**config.mk**
```make
export PLATFORM = sky130hd
export DESIGN_NAME = magic_keyed_message_deframer_unit
export DESIGN_NICKNAME = d
export VERILOG_FILES = /design/src/sv/mkd_pkg.sv /design/src/sv/magic_keyed_message_deframer_unit.sv /design/src/sv/mkd_front.sv /design/src/sv/mkd_queue.sv /design/src/sv/mkd_back.sv
export VERILOG_INCLUDE_DIRS = /design/src /design/src/sv
export SDC_FILE = /design/constraint.sdc
export NUM_CORES = 1
export LEC_CHECK = 0
export BUFFER_PORTS_ARGS = -buffer_cell sky130_fd_sc_hd__buf_2
export CORE_MARGIN = 1
export CORE_UTILIZATION = 64
export CTS_BUF_LIST = sky130_fd_sc_hd__clkbuf_4 sky130_fd_sc_hd__clkbuf_8
export CTS_CLUSTER_SIZE = 12
export DETAILED_ROUTE_END_ITERATION = 10
export HOLD_SLACK_MARGIN = 0.03
export PLACE_DENSITY_LB_ADDON = 0.05
export SKIP_CTS_REPAIR_TIMING = 1
export SKIP_LAST_GASP = 1
export SLEW_MARGIN = 10
export SYNTH_ARGS = -nofsm -noshare
export SYNTH_HDL_FRONTEND = slang
export SYNTH_SLANG_ARGS = --single-unit
```
**constraint.sdc**
```tcl
create_clock -name clk -period 6.3 [get_ports clk]
set_input_delay 0 -clock clk [delete_from_list [all_inputs] [get_ports clk]]
set_output_delay 0 -clock clk [all_outputs]
set_load 0.01 [all_outputs]
```
**src/sv/magic_keyed_message_deframer_unit_macros.svh**
```systemverilog
// Assertion macros for the deframer.
`ifndef MAGIC_KEYED_MESSAGE_DEFRAMER_UNIT_MACROS_SVH
`define MAGIC_KEYED_MESSAGE_DEFRAMER_UNIT_MACROS_SVH

`ifndef SYNTHESIS
`define MKD_ASSERT(label, clk, rst_n, prop) \
  label: assert property (@(posedge clk) disable iff (!rst_n) (prop)) \
    else $error("mkd assertion failed");
`define MKD_ASSERT_NEXT(label, clk, rst_n, ante, cons) \
  label: assert property (@(posedge clk) disable iff (!rst_n) (ante) |=> (cons)) \
    else $error("mkd assertion failed");
`else
`define MKD_ASSERT(label, clk, rst_n, prop)
`define MKD_ASSERT_NEXT(label, clk, rst_n, ante, cons)
`endif

`endif

```
**src/sv/mkd_pkg.sv**
```systemverilog
package mkd_pkg;

  localparam int HDR_BYTES = 4;
  localparam int Q_DEPTH   = 2;
  localparam int Q_AW      = (Q_DEPTH > 1) ? $clog2(Q_DEPTH) : 1;
  localparam int Q_CW      = $clog2(Q_DEPTH + 1);

  typedef enum logic [2:0] {
    REG_MAGIC_A  = 3'd0,
    REG_LENGTH_A = 3'd1,
    REG_MAGIC_B  = 3'd2,
    REG_LENGTH_B = 3'd3,
    REG_MAGIC_C  = 3'd4,
    REG_LENGTH_C = 3'd5,
    REG_MAGIC_V  = 3'd6,
    REG_ENABLE   = 3'd7
  } cfg_reg_t;

  localparam logic [1:0] ENTRY_A   = 2'd0;
  localparam logic [1:0] ENTRY_B   = 2'd1;
  localparam logic [1:0] ENTRY_C   = 2'd2;
  localparam logic [1:0] ENTRY_VAR = 2'd3;

  typedef struct packed {
    logic [7:0] payload_byte;
    logic       first_of_message;
    logic       last_of_message;
    logic       empty_message;
    logic [1:0] matched_entry;
  } mkd_res_t;

endpackage

```
**src/sv/magic_keyed_message_deframer_unit.sv**
```systemverilog
// A result passes through the queue and the output register on its way to the out_ ports.
// 1 byte per cycle unless full; header compares and the payload count run in the front stage.
// A 2-deep queue and an output register let the front keep going while pop is low.
// Reset: synchronous, active low; clears registers, parser state and the queue.
`include "magic_keyed_message_deframer_unit_macros.svh"

module magic_keyed_message_deframer_unit (
  input  logic        clk,
  input  logic        rst_n,
  input  logic        cfg_we,
  input  logic [2:0]  cfg_index,
  input  logic [31:0] cfg_data,
  input  logic        push,
  output logic        full,
  input  logic [7:0]  in_stream_byte,
  output logic        empty,
  input  logic        pop,
  output logic [7:0]  out_payload_byte,
  output logic        out_first_of_message,
  output logic        out_last_of_message,
  output logic        out_empty_message,
  output logic [1:0]  out_matched_entry
);
  import mkd_pkg::*;

  logic     accept;
  logic     front_valid;
  mkd_res_t front_res;
  mkd_res_t q_data;
  logic     q_full, q_empty, q_pop;
  mkd_res_t out_res;
  logic     empty_msg_ok;

  assign full   = q_full;
  assign accept = push && !q_full;

  mkd_front u_front (
    .clk         (clk),
    .rst_n       (rst_n),
    .cfg_we      (cfg_we),
    .cfg_index   (cfg_index),
    .cfg_data    (cfg_data),
    .accept      (accept),
    .stream_byte (in_stream_byte),
    .res_valid   (front_valid),
    .res         (front_res)
  );

  mkd_queue u_queue (
    .clk     (clk),
    .rst_n   (rst_n),
    .wr_en   (front_valid),
    .wr_data (front_res),
    .rd_en   (q_pop),
    .rd_data (q_data),
    .q_full  (q_full),
    .q_empty (q_empty)
  );

  mkd_back u_back (
    .clk     (clk),
    .rst_n   (rst_n),
    .q_empty (q_empty),
    .q_data  (q_data),
    .q_pop   (q_pop),
    .pop     (pop),
    .empty   (empty),
    .res     (out_res)
  );

  assign out_payload_byte     = out_res.payload_byte;
  assign out_first_of_message = out_res.first_of_message;
  assign out_last_of_message  = out_res.last_of_message;
  assign out_empty_message    = out_res.empty_message;
  assign out_matched_entry    = out_res.matched_entry;

  // an empty-message transaction carries both marks and a zero byte
  assign empty_msg_ok = !front_res.empty_message ||
                        (front_res.first_of_message && front_res.last_of_message &&
                         front_res.payload_byte == 8'd0);

  `MKD_ASSERT(a_no_overflow, clk, rst_n, !(front_valid && q_full))
  `MKD_ASSERT(a_empty_msg_marks, clk, rst_n, !front_valid || empty_msg_ok)
  `MKD_ASSERT_NEXT(a_back_refills, clk, rst_n, !q_empty && empty, !empty)

endmodule

```
**src/sv/mkd_front.sv**
```systemverilog
module mkd_front (
  input  logic              clk,
  input  logic              rst_n,
  input  logic              cfg_we,
  input  logic [2:0]        cfg_index,
  input  logic [31:0]       cfg_data,
  input  logic              accept,
  input  logic [7:0]        stream_byte,
  output logic              res_valid,
  output mkd_pkg::mkd_res_t res
);
  import mkd_pkg::*;

  typedef enum logic [2:0] {
    PH_MAGIC   = 3'b001,
    PH_LENGTH  = 3'b010,
    PH_PAYLOAD = 3'b100
  } phase_t;

  localparam logic [1:0] HDR_LAST = 2'(HDR_BYTES - 1);

  logic [31:0] magic_a_r, magic_b_r, magic_c_r, magic_v_r;
  logic [31:0] len_a_r, len_b_r, len_c_r;
  logic [3:0]  enable_r;

  phase_t      phase_r, phase_nxt;
  logic [31:0] hdr_r, hdr_nxt;
  logic [1:0]  cnt_r, cnt_nxt;
  logic [31:0] rem_r, rem_nxt;
  logic [1:0]  entry_r, entry_nxt;
  logic        start_r, start_nxt;

  logic [31:0] shift;
  logic        last;
  logic        do_begin;
  logic [31:0] begin_len;
  logic [1:0]  begin_entry;

  always_ff @(posedge clk) begin
    if (!rst_n) begin
      magic_a_r <= '0;
      magic_b_r <= '0;
      magic_c_r <= '0;
      magic_v_r <= '0;
      len_a_r   <= '0;
      len_b_r   <= '0;
      len_c_r   <= '0;
      enable_r  <= '0;
    end else if (cfg_we) begin
      unique case (cfg_reg_t'(cfg_index))
        REG_MAGIC_A:  magic_a_r <= cfg_data;
        REG_LENGTH_A: len_a_r   <= cfg_data;
        REG_MAGIC_B:  magic_b_r <= cfg_data;
        REG_LENGTH_B: len_b_r   <= cfg_data;
        REG_MAGIC_C:  magic_c_r <= cfg_data;
        REG_LENGTH_C: len_c_r   <= cfg_data;
        REG_MAGIC_V:  magic_v_r <= cfg_data;
        REG_ENABLE:   enable_r  <= cfg_data[3:0];
        default: ;
      endcase
    end
  end

  assign shift = {hdr_r[23:0], stream_byte};
  assign last  = (rem_r <= 32'd1);

  always_comb begin
    phase_nxt   = phase_r;
    hdr_nxt     = hdr_r;
    cnt_nxt     = cnt_r;
    rem_nxt     = rem_r;
    entry_nxt   = entry_r;
    start_nxt   = start_r;
    res_valid   = 1'b0;
    res         = '0;
    do_begin    = 1'b0;
    begin_len   = shift;
    begin_entry = entry_r;

    if (accept) begin
      unique case (phase_r)
        PH_PAYLOAD: begin
          res_valid            = 1'b1;
          res.payload_byte     = stream_byte;
          res.first_of_message = start_r;
          res.last_of_message  = last;
          res.matched_entry    = entry_r;
          start_nxt            = 1'b0;
          rem_nxt              = last ? '0 : rem_r - 32'd1;
          if (last) begin
            phase_nxt = PH_MAGIC;
            start_nxt = 1'b1;
          end
        end
        default: begin
          if (cnt_r != HDR_LAST) begin
            hdr_nxt = shift;
            cnt_nxt = cnt_r + 2'd1;
          end else begin
            cnt_nxt = '0;
            hdr_nxt = '0;
            if (phase_r == PH_LENGTH) begin
              do_begin = 1'b1;
            end else if (enable_r[0] && shift == magic_a_r) begin
              do_begin    = 1'b1;
              begin_len   = len_a_r;
              begin_entry = ENTRY_A;
            end else if (enable_r[1] && shift == magic_b_r) begin
              do_begin    = 1'b1;
              begin_len   = len_b_r;
              begin_entry = ENTRY_B;
            end else if (enable_r[2] && shift == magic_c_r) begin
              do_begin    = 1'b1;
              begin_len   = len_c_r;
              begin_entry = ENTRY_C;
            end else if (enable_r[3] && shift == magic_v_r) begin
              entry_nxt = ENTRY_VAR;
              phase_nxt = PH_LENGTH;
            end else begin
              phase_nxt = PH_MAGIC;
            end
          end
        end
      endcase

      if (do_begin) begin
        entry_nxt = begin_entry;
        start_nxt = 1'b1;
        if (begin_len == '0) begin
          // zero-length message: one marker result
          phase_nxt            = PH_MAGIC;
          res_valid            = 1'b1;
          res.first_of_message = 1'b1;
          res.last_of_message  = 1'b1;
          res.empty_message    = 1'b1;
          res.matched_entry    = begin_entry;
        end else begin
          rem_nxt   = begin_len;
          phase_nxt = PH_PAYLOAD;
        end
      end
    end
  end

  always_ff @(posedge clk) begin
    if (!rst_n) begin
      phase_r <= PH_MAGIC;
      hdr_r   <= '0;
      cnt_r   <= '0;
      rem_r   <= '0;
      entry_r <= '0;
      start_r <= 1'b1;
    end else begin
      phase_r <= phase_nxt;
      hdr_r   <= hdr_nxt;
      cnt_r   <= cnt_nxt;
      rem_r   <= rem_nxt;
      entry_r <= entry_nxt;
      start_r <= start_nxt;
    end
  end

endmodule

```
**src/sv/mkd_queue.sv**
```systemverilog
module mkd_queue (
  input  logic              clk,
  input  logic              rst_n,
  input  logic              wr_en,
  input  mkd_pkg::mkd_res_t wr_data,
  input  logic              rd_en,
  output mkd_pkg::mkd_res_t rd_data,
  output logic              q_full,
  output logic              q_empty
);
  import mkd_pkg::*;

  localparam logic [Q_AW-1:0] PTR_LAST = Q_AW'(Q_DEPTH - 1);
  localparam logic [Q_CW-1:0] CNT_FULL = Q_CW'(Q_DEPTH);

  mkd_res_t        mem_r [Q_DEPTH];
  logic [Q_AW-1:0] wr_ptr_r, wr_ptr_nxt;
  logic [Q_AW-1:0] rd_ptr_r, rd_ptr_nxt;
  logic [Q_CW-1:0] cnt_r, cnt_nxt;
  logic            do_wr, do_rd;

  assign q_full  = (cnt_r == CNT_FULL);
  assign q_empty = (cnt_r == '0);
  assign do_wr   = wr_en && !q_full;
  assign do_rd   = rd_en && !q_empty;
  assign rd_data = mem_r[rd_ptr_r];

  always_comb begin
    wr_ptr_nxt = wr_ptr_r;
    rd_ptr_nxt = rd_ptr_r;
    cnt_nxt    = cnt_r;
    if (do_wr) begin
      wr_ptr_nxt = (wr_ptr_r == PTR_LAST) ? '0 : wr_ptr_r + 1'b1;
    end
    if (do_rd) begin
      rd_ptr_nxt = (rd_ptr_r == PTR_LAST) ? '0 : rd_ptr_r + 1'b1;
    end
    if (do_wr && !do_rd) begin
      cnt_nxt = cnt_r + 1'b1;
    end else if (do_rd && !do_wr) begin
      cnt_nxt = cnt_r - 1'b1;
    end
  end

  always_ff @(posedge clk) begin
    if (do_wr) begin
      mem_r[wr_ptr_r] <= wr_data;
    end
  end

  always_ff @(posedge clk) begin
    if (!rst_n) begin
      wr_ptr_r <= '0;
      rd_ptr_r <= '0;
      cnt_r    <= '0;
    end else begin
      wr_ptr_r <= wr_ptr_nxt;
      rd_ptr_r <= rd_ptr_nxt;
      cnt_r    <= cnt_nxt;
    end
  end

endmodule

```
**src/sv/mkd_back.sv**
```systemverilog
module mkd_back (
  input  logic              clk,
  input  logic              rst_n,
  input  logic              q_empty,
  input  mkd_pkg::mkd_res_t q_data,
  output logic              q_pop,
  input  logic              pop,
  output logic              empty,
  output mkd_pkg::mkd_res_t res
);
  import mkd_pkg::*;

  logic     valid_r, valid_nxt;
  mkd_res_t res_r;

  // refill the output register whenever it is free or being drained
  assign q_pop     = !q_empty && (!valid_r || pop);
  assign valid_nxt = q_pop || (valid_r && !pop);
  assign empty     = !valid_r;
  assign res       = res_r;

  always_ff @(posedge clk) begin
    if (q_pop) begin
      res_r <= q_data;
    end
  end

  always_ff @(posedge clk) begin
    if (!rst_n) begin
      valid_r <= 1'b0;
    end else begin
      valid_r <= valid_nxt;
    end
  end

endmodule

```
==> run metrics, run 1 <==
outcome finished clean; initial antenna violation count 3; Routed Wire Length 56.56 mm; worst-path fanout max 24; final hold slack 81.53 ps; number of global-route vias before repair 14270; first-pass GRT wire length 83.92 mm; Flop pwr share 0.470; HP Class primary input to flip-flop; fmax 0.1827 GHz; DR WL/cell 23.28 um; I/O pin cnt 63; core area 24530 um^2; Hold Path Stages 5; Die H 160.9 um; Tcrit/Tclk final 0.8689; final setup violation count 0; sw power 1446 uW; Final nets 2118; Syn Nets 2102; register bit total from synthesis 336; worst reg-to-reg path cell count 11; Final Max Tran Viols 0; worst path arrival time 5700 ps; Synth Instances 2050; initial core utilization 0.6587; Max transition margin 0.1688; initial DRC count 2359; Yosys cell types 67; total track usage 0.4269; Filler cells 1888; clock tree buffer depth 3; crit end category flip-flop; CTS clk-pin slew, worst paths 60 ps; sw frac 0.2853; placed wire-length estimate 37.03 mm; router iterations before antenna repair 8; Seq/Total Area, Yosys 0.4404; Post-synth EDFFs 39; layout cell share with drive strength beyond 1 0.1102; WS Path Type flip-flop to flip-flop; combinational share of power 0.133; power density over the cells 280.7 nW/um^2; Post-DRT Antenna Nets 0; Reg area 7117 um^2; grt ovf 0; Post-Syn Area per Cell 7.883 um^2; Synth async-reset ratio 0; skew final 26.31 ps; Worst Path Required 6530 ps; CTS tree done; DRC errors left 0; Max Cap Viol 0; startpoint types flip-flop; worst vdd ir 0.2870 mV; Skew-Pair Late Insertion Delay 610 ps; Slew @ Worst Pin 1242 ps; gp weighted congestion 0.9832; clock sinks 336; Num CTS Buffers 53; Fin. Hold Viols 0; largest net degree at the start of global routing 166; post-synthesis cell area 16160 um^2; Die Width 160.9 um; RSZ-0062 raised after global routing false; setup TNS 0 ps; PortBufs 62; CTS root buf clkbuf_8; internal power 3622 uW; DR vias 15732; Die ar. 25890 um^2; Clock power frac 0.396; Multi-input gate area 8334 um^2; htree depth 2; Area Overhead vs Synth 11.71%; leakage power total 0.006423 uW; std cell rows 57; via/cell ratio 6.474; Ys Warns 0; min cycle time layout 5474 ps; ys flop type dfxtp_1
worst max-delay path, stage by stage, from the launching register on:
cell       delay, ps
dfxtp_1          630
xor2_1           130
nor4_1           480
nand4_1          270
or4_1            990
o211a_1          250
a221oi_1         390
o2111ai_1        220
nor4_1           430
nand3_2          350
a21oi_1          380
and2_1           560
final timing paths:
path | startpoint | end | slack (ps)
worst max-delay path | u_front.hdr_r[5]$_SDFFE_PN0P_ | u_queue.mem_r[1][12]$_DFFE_PP_ | 830
worst max register to register | u_front.hdr_r[5]$_SDFFE_PN0P_ | u_queue.mem_r[1][12]$_DFFE_PP_ | 830
worst min register to register | u_front.len_b_r[7]$_SDFFE_PN0P_ | u_front.len_b_r[7]$_SDFFE_PN0P_ | 450
worst min-delay path | push | u_front.rem_r[18]$_SDFFE_PN0P_ | 80
routing by layer:
layer / up-vias / part of all wire / track usage
li1: 7075 / - / -
met1: 7439 / 0.37 / 0.5346
met2: 981 / 0.46 / 0.6930
met3: 235 / 0.099 / 0.07929
met4: 2 / 0.066 / 0.2397
met5: - / 0.00062 / 0
stage by stage:
step	setup WS, ps	instance area (um^2)	instances	total power [uW]	utilization
6_report	825.9	18050	2430	5068	0.7359
2_1_floorplan	1686	16160	2050	2817	-
3_3_place_gp	1183	16480	2293	3048	0.6718
4_1_cts	1030	17630	2387	5024	0.7186
5_1_grt	477.5	18050	2430	5223	0.7359
3_5_place_dp	1036	16480	2293	3060	0.6718
layout make-up:
class                   count  share of cell area
multi-input cells        1527              0.4616
repair buffers            135             0.05475
diodes                      1           0.0001386
clock inverters            17            0.008455
flip-flops and latches    336              0.3942
clock buffers              77             0.05524
well taps                 324             0.02245
inverters                  13            0.003119
logic make-up (layout without fill, tap and decap cells):
group / after synthesis / after routing / share of synthesized area
adder cells (fa/ha/maj): 4 / 4 / 0.003097
other: 0 / 1 / 0
multiplexers: 32 / 32 / 0.02090
AO/OA/AOI/OAI: 468 / 468 / 0.1685
XOR/XNOR: 140 / 140 / 0.07588
buffers and inverters: 187 / 242 / 0.04676
AND/OR/NAND/NOR: 883 / 883 / 0.2445
flip-flops: 336 / 336 / 0.4404
synth_stat cells, drive strengths merged, types with 3 or more instances:
master     n  area [um^2]
nand2    522         1959
dfxtp    297         5946
a21oi    296         1481
clkbuf   141        529.3
nor2      98        370.4
xnor2     75        656.9
xor2      65        569.3
nor3      60        300.3
o21ai     56        280.3
nand4     41        256.5
edfxtp    39         1171
nand3     34        175.2
buf       33        177.7
nor4      32        234.0
nor3b     26        195.2
and3      19        118.9
a211oi    18        165.2
mux2i     18        180.2
and2      17        106.4
a221oi    14        122.6
mux2      14        157.7
o211ai    14        105.1
inv       13        48.79
or3       11        68.82
a21o       9        67.56
a31oi      8        50.05
o31ai      8        65.06
nand2b     6        37.54
nor2b      6        37.54
o22ai      6        37.54
or4        5        37.54
ha         4        50.05
o221ai     4        35.03
a22o       3        26.28
a32oi      3        26.28
o2111ai    3        26.28
o211a      3        30.03
o311ai     3        26.28
placed cells by master, fill, tap and decap left out, drive strengths merged, types with 3 or more instances in the layout:
| cell type | n |
|---|---|
| nand2 | 522 |
| dfxtp | 297 |
| a21oi | 296 |
| nor2 | 98 |
| buf | 93 |
| clkbuf | 77 |
| xnor2 | 75 |
| xor2 | 65 |
| nor3 | 60 |
| o21ai | 56 |
| dlygate4sd3 | 42 |
| nand4 | 41 |
| edfxtp | 39 |
| nand3 | 34 |
| nor4 | 32 |
| nor3b | 26 |
| and3 | 19 |
| mux2i | 18 |
| a211oi | 18 |
| and2 | 17 |
| a221oi | 14 |
| mux2 | 14 |
| o211ai | 14 |
| inv | 14 |
| clkinv | 13 |
| or3 | 11 |
| a21o | 9 |
| a31oi | 8 |
| o31ai | 8 |
| nand2b | 6 |
| o22ai | 6 |
| nor2b | 6 |
| or4 | 5 |
| o221ai | 4 |
| ha | 4 |
| a32oi | 3 |
| o211a | 3 |
| o2111ai | 3 |
| a22o | 3 |
| o311ai | 3 |
power groups by stage:
| stage | logic [uW] | clock network [uW] | registers, uW |
|---|---|---|---|
| floorplan | 423 | 0 | 2390 |
| finish | 676 | 2010 | 2380 |
| global route | 723 | 2110 | 2390 |
| detailed placement | 635 | 0 | 2430 |
| CTS | 638 | 2010 | 2380 |
| global placement | 628 | 0 | 2420 |
flip-flops by register name, summed over array words and instances (netlist names), 2 cells and up:
register and count:
u_front.rem_r 32, u_queue.mem_r 26, u_front.hdr_r 24, u_front.magic_v_r 32
u_front.phase_r 3, u_back.res 13, u_queue.cnt_r 2, u_front.magic_b_r 32
u_front.cnt_r 2, u_front.magic_a_r 32, u_front.magic_c_r 32, u_front.len_c_r 32
u_front.len_b_r 32, u_front.len_a_r 32, u_front.enable_r 4, u_front.entry_r 2
Note: power is estimated with default switching activity, not from simulation.
==> run 2: changes to the inputs <==
- REMOVE_ABC_BUFFERS: default -> 1
==> run 2 against run 1 <==
Worst hold slack got worse by 63 ps. Sequential power about the same. Register-to-register slack gained 40 ps. Utilization barely moved. First-iteration DRC count down 14%. Wire length is 1.8% lower. Clock-buffer cell count increased by 10. Total power rose by 0.80%. Setup slack improved by 42 ps. Global-route usage decreased by 0.80 points. Critical path depth stayed put. Non-clock buffer count rose by 1. Highest routed layer is now met4.
==> run metrics, run 2 (synthesized netlist as in run 1, its figures left out) <==
outcome finished clean (unchanged); RSZ-0062 raised after global routing false (unchanged); Die ar. 25890 um^2 (unchanged); Worst Path Required 6540 ps (was 6530 ps); power density over the cells 282.8 nW/um^2 (was 280.7 nW/um^2); R2R Path End u_queue.mem_r[1][6]$_DFFE_PP_ (was u_queue.mem_r[1][12]$_DFFE_PP_); PortBufs 62 (unchanged); worst path arrival time 5670 ps (was 5700 ps); total track usage 0.4189 (was 0.4269); worst reg-to-reg path cell count 11 (unchanged); CTS clk-pin slew, worst paths 60 ps (about the same); fmax 0.1841 GHz (was 0.1827 GHz); dpl cell area 16480 um^2 (about the same); Post-DRT Antenna Nets 0 (unchanged); htree depth 2 (unchanged); router iterations before antenna repair 6 (was 8); commonest non-fill, non-tap cells in the layout nand2_1, dfxtp_1, a21oi_1 (unchanged); std cell rows 57 (unchanged); Tcrit/Tclk final 0.8622 (was 0.8689); Area Overhead vs Synth 11.78% (was 11.71%); cell count after placement 2295 (was 2293); Die Width 160.9 um (unchanged); core area 24530 um^2 (unchanged); Fin. Hold Viols 0 (unchanged); worst-path fanout max 13 (was 24); initial core utilization 0.6587 (unchanged); Post-Place Setup Slack 1006 ps (was 1036 ps); I/O pin cnt 63 (unchanged); DR WL/cell 22.81 um (was 23.28 um); Max Cap Viol 0 (unchanged); setup TNS 0 ps (unchanged); initial antenna violation count 0 (was 3); WS Path Type flip-flop to flip-flop (unchanged); leakage power total 0.006443 uW (was 0.006423 uW); clock sinks 336 (unchanged); Skew-Pair Late Insertion Delay 600 ps (was 610 ps); Max transition margin 0.2794 (was 0.1688); Final nets 2121 (was 2118); DRC errors left 0 (unchanged); fin cells 2434 (was 2430); largest net degree at the start of global routing 177 (was 166); Num CTS Buffers 55 (was 53); min cycle time layout 5432 ps (was 5474 ps); grt ovf 0 (unchanged); placed wire-length estimate 36.19 mm (was 37.03 mm); CTS tree done (unchanged); skew final 20.57 ps (was 26.31 ps); worst vdd ir 0.2038 mV (was 0.2870 mV); layout cell share with drive strength beyond 1 0.1123 (was 0.1102); Reg-to-Reg Start u_front.hdr_r[15]$_SDFFE_PN0P_ (was u_front.hdr_r[5]$_SDFFE_PN0P_); Slew @ Worst Pin 1081 ps (was 1242 ps); HP Class primary input to flip-flop (unchanged); Setup crit end u_queue.mem_r[1][6]$_DFFE_PP_ (was u_queue.mem_r[1][12]$_DFFE_PP_); number of global-route vias before repair 14227 (was 14270); first-pass GRT wire length 83.20 mm (was 83.92 mm); gp weighted congestion 1.008 (was 0.9832); FF-to-FF setup slack 870 ps (was 830 ps); initial DRC count 2038 (was 2359); clock tree buffer depth 3 (unchanged); Final Max Tran Viols 0 (unchanged); DR vias 15757 (was 15732); Routed Wire Length 55.52 mm (was 56.56 mm); final instance area 18060 um^2 (was 18050 um^2); crit end category flip-flop (unchanged); Antenna Diode Count 0 (was 1); CTS root buf clkbuf_8 (unchanged); fin worst setup slack 868.1 ps (was 825.9 ps); leading cell type in the layout, fill and taps excluded nand2_1 (unchanged); startpoint types flip-flop (unchanged); final setup violation count 0 (unchanged); final hold slack 18.87 ps (was 81.53 ps); CP startpoint u_front.hdr_r[15]$_SDFFE_PN0P_ (was u_front.hdr_r[5]$_SDFFE_PN0P_); via/cell ratio 6.474 (about the same); Die H 160.9 um (unchanged)
run 2: changes by cell type in the layout (fill, tap and decap cells not counted), sizes merged:
cell,change
buf,+2
clkbuf,+10
clkinv,-6
diode,-1
dlygate4sd3,-1
run 2: metal layers:
metal | share of wire | global-route usage
met5 | 0 | 0
met4 | 0.064 | 0.2196
met3 | 0.11 | 0.08858
met2 | 0.46 | 0.6707
met1 | 0.37 | 0.5316
run 2: layout make-up:
type	instances	area, um^2
Clock inverter	11	107.6
Inverter	13	56.30
Sequential cell	336	7117
Fill cell	1947	6470
Timing Repair Buffer	136	980.9
Multi-Input combinational cell	1527	8330
Tap cell	324	405.4
Clock buffer	87	1066
run 2: how the worst min path moves through the flow:
stage,from,endpoint,slack (ps),cells after the start
floorplan,rst_n,u_front.start_r$_SDFFE_PN1P_,70,1
global placement,cfg_data[28],u_front.len_a_r[28]$_SDFFE_PN0P_,320,3
detailed placement,cfg_data[28],u_front.len_c_r[28]$_SDFFE_PN0P_,330,3
CTS,cfg_data[6],u_front.len_b_r[6]$_SDFFE_PN0P_,-300,3
global route,in_stream_byte[3],u_queue.mem_r[0][8]$_DFFE_PP_,30,2
finish,in_stream_byte[3],u_front.hdr_r[3]$_SDFFE_PN0P_,20,4
run 2: critical path, stage by stage, from the launching register on:
cell and delay (ps):
dfxtp_1 680, xnor2_1 180, nand4_1 90, or4_1 630
or3_1 680, nor4_2 870, nand2b_1 140, o211ai_1 190
nor4b_2 340, nand3_2 300, a21oi_1 370, and2_1 580
run 2: metrics by stage:
step                utilization  total power (uW)
detailed placement       0.6716              3060
finish                   0.7363              5108
floorplan                     -              2780
global placement         0.6716              3040
CTS                      0.7195              5057
global route             0.7363              5261
run 2: power by group:
group	switching, uW	total (uW)	internal (uW)
clock network	901	2050	1150
registers	104	2380	2280
logic	433	673	240
total	1440	5110	3670
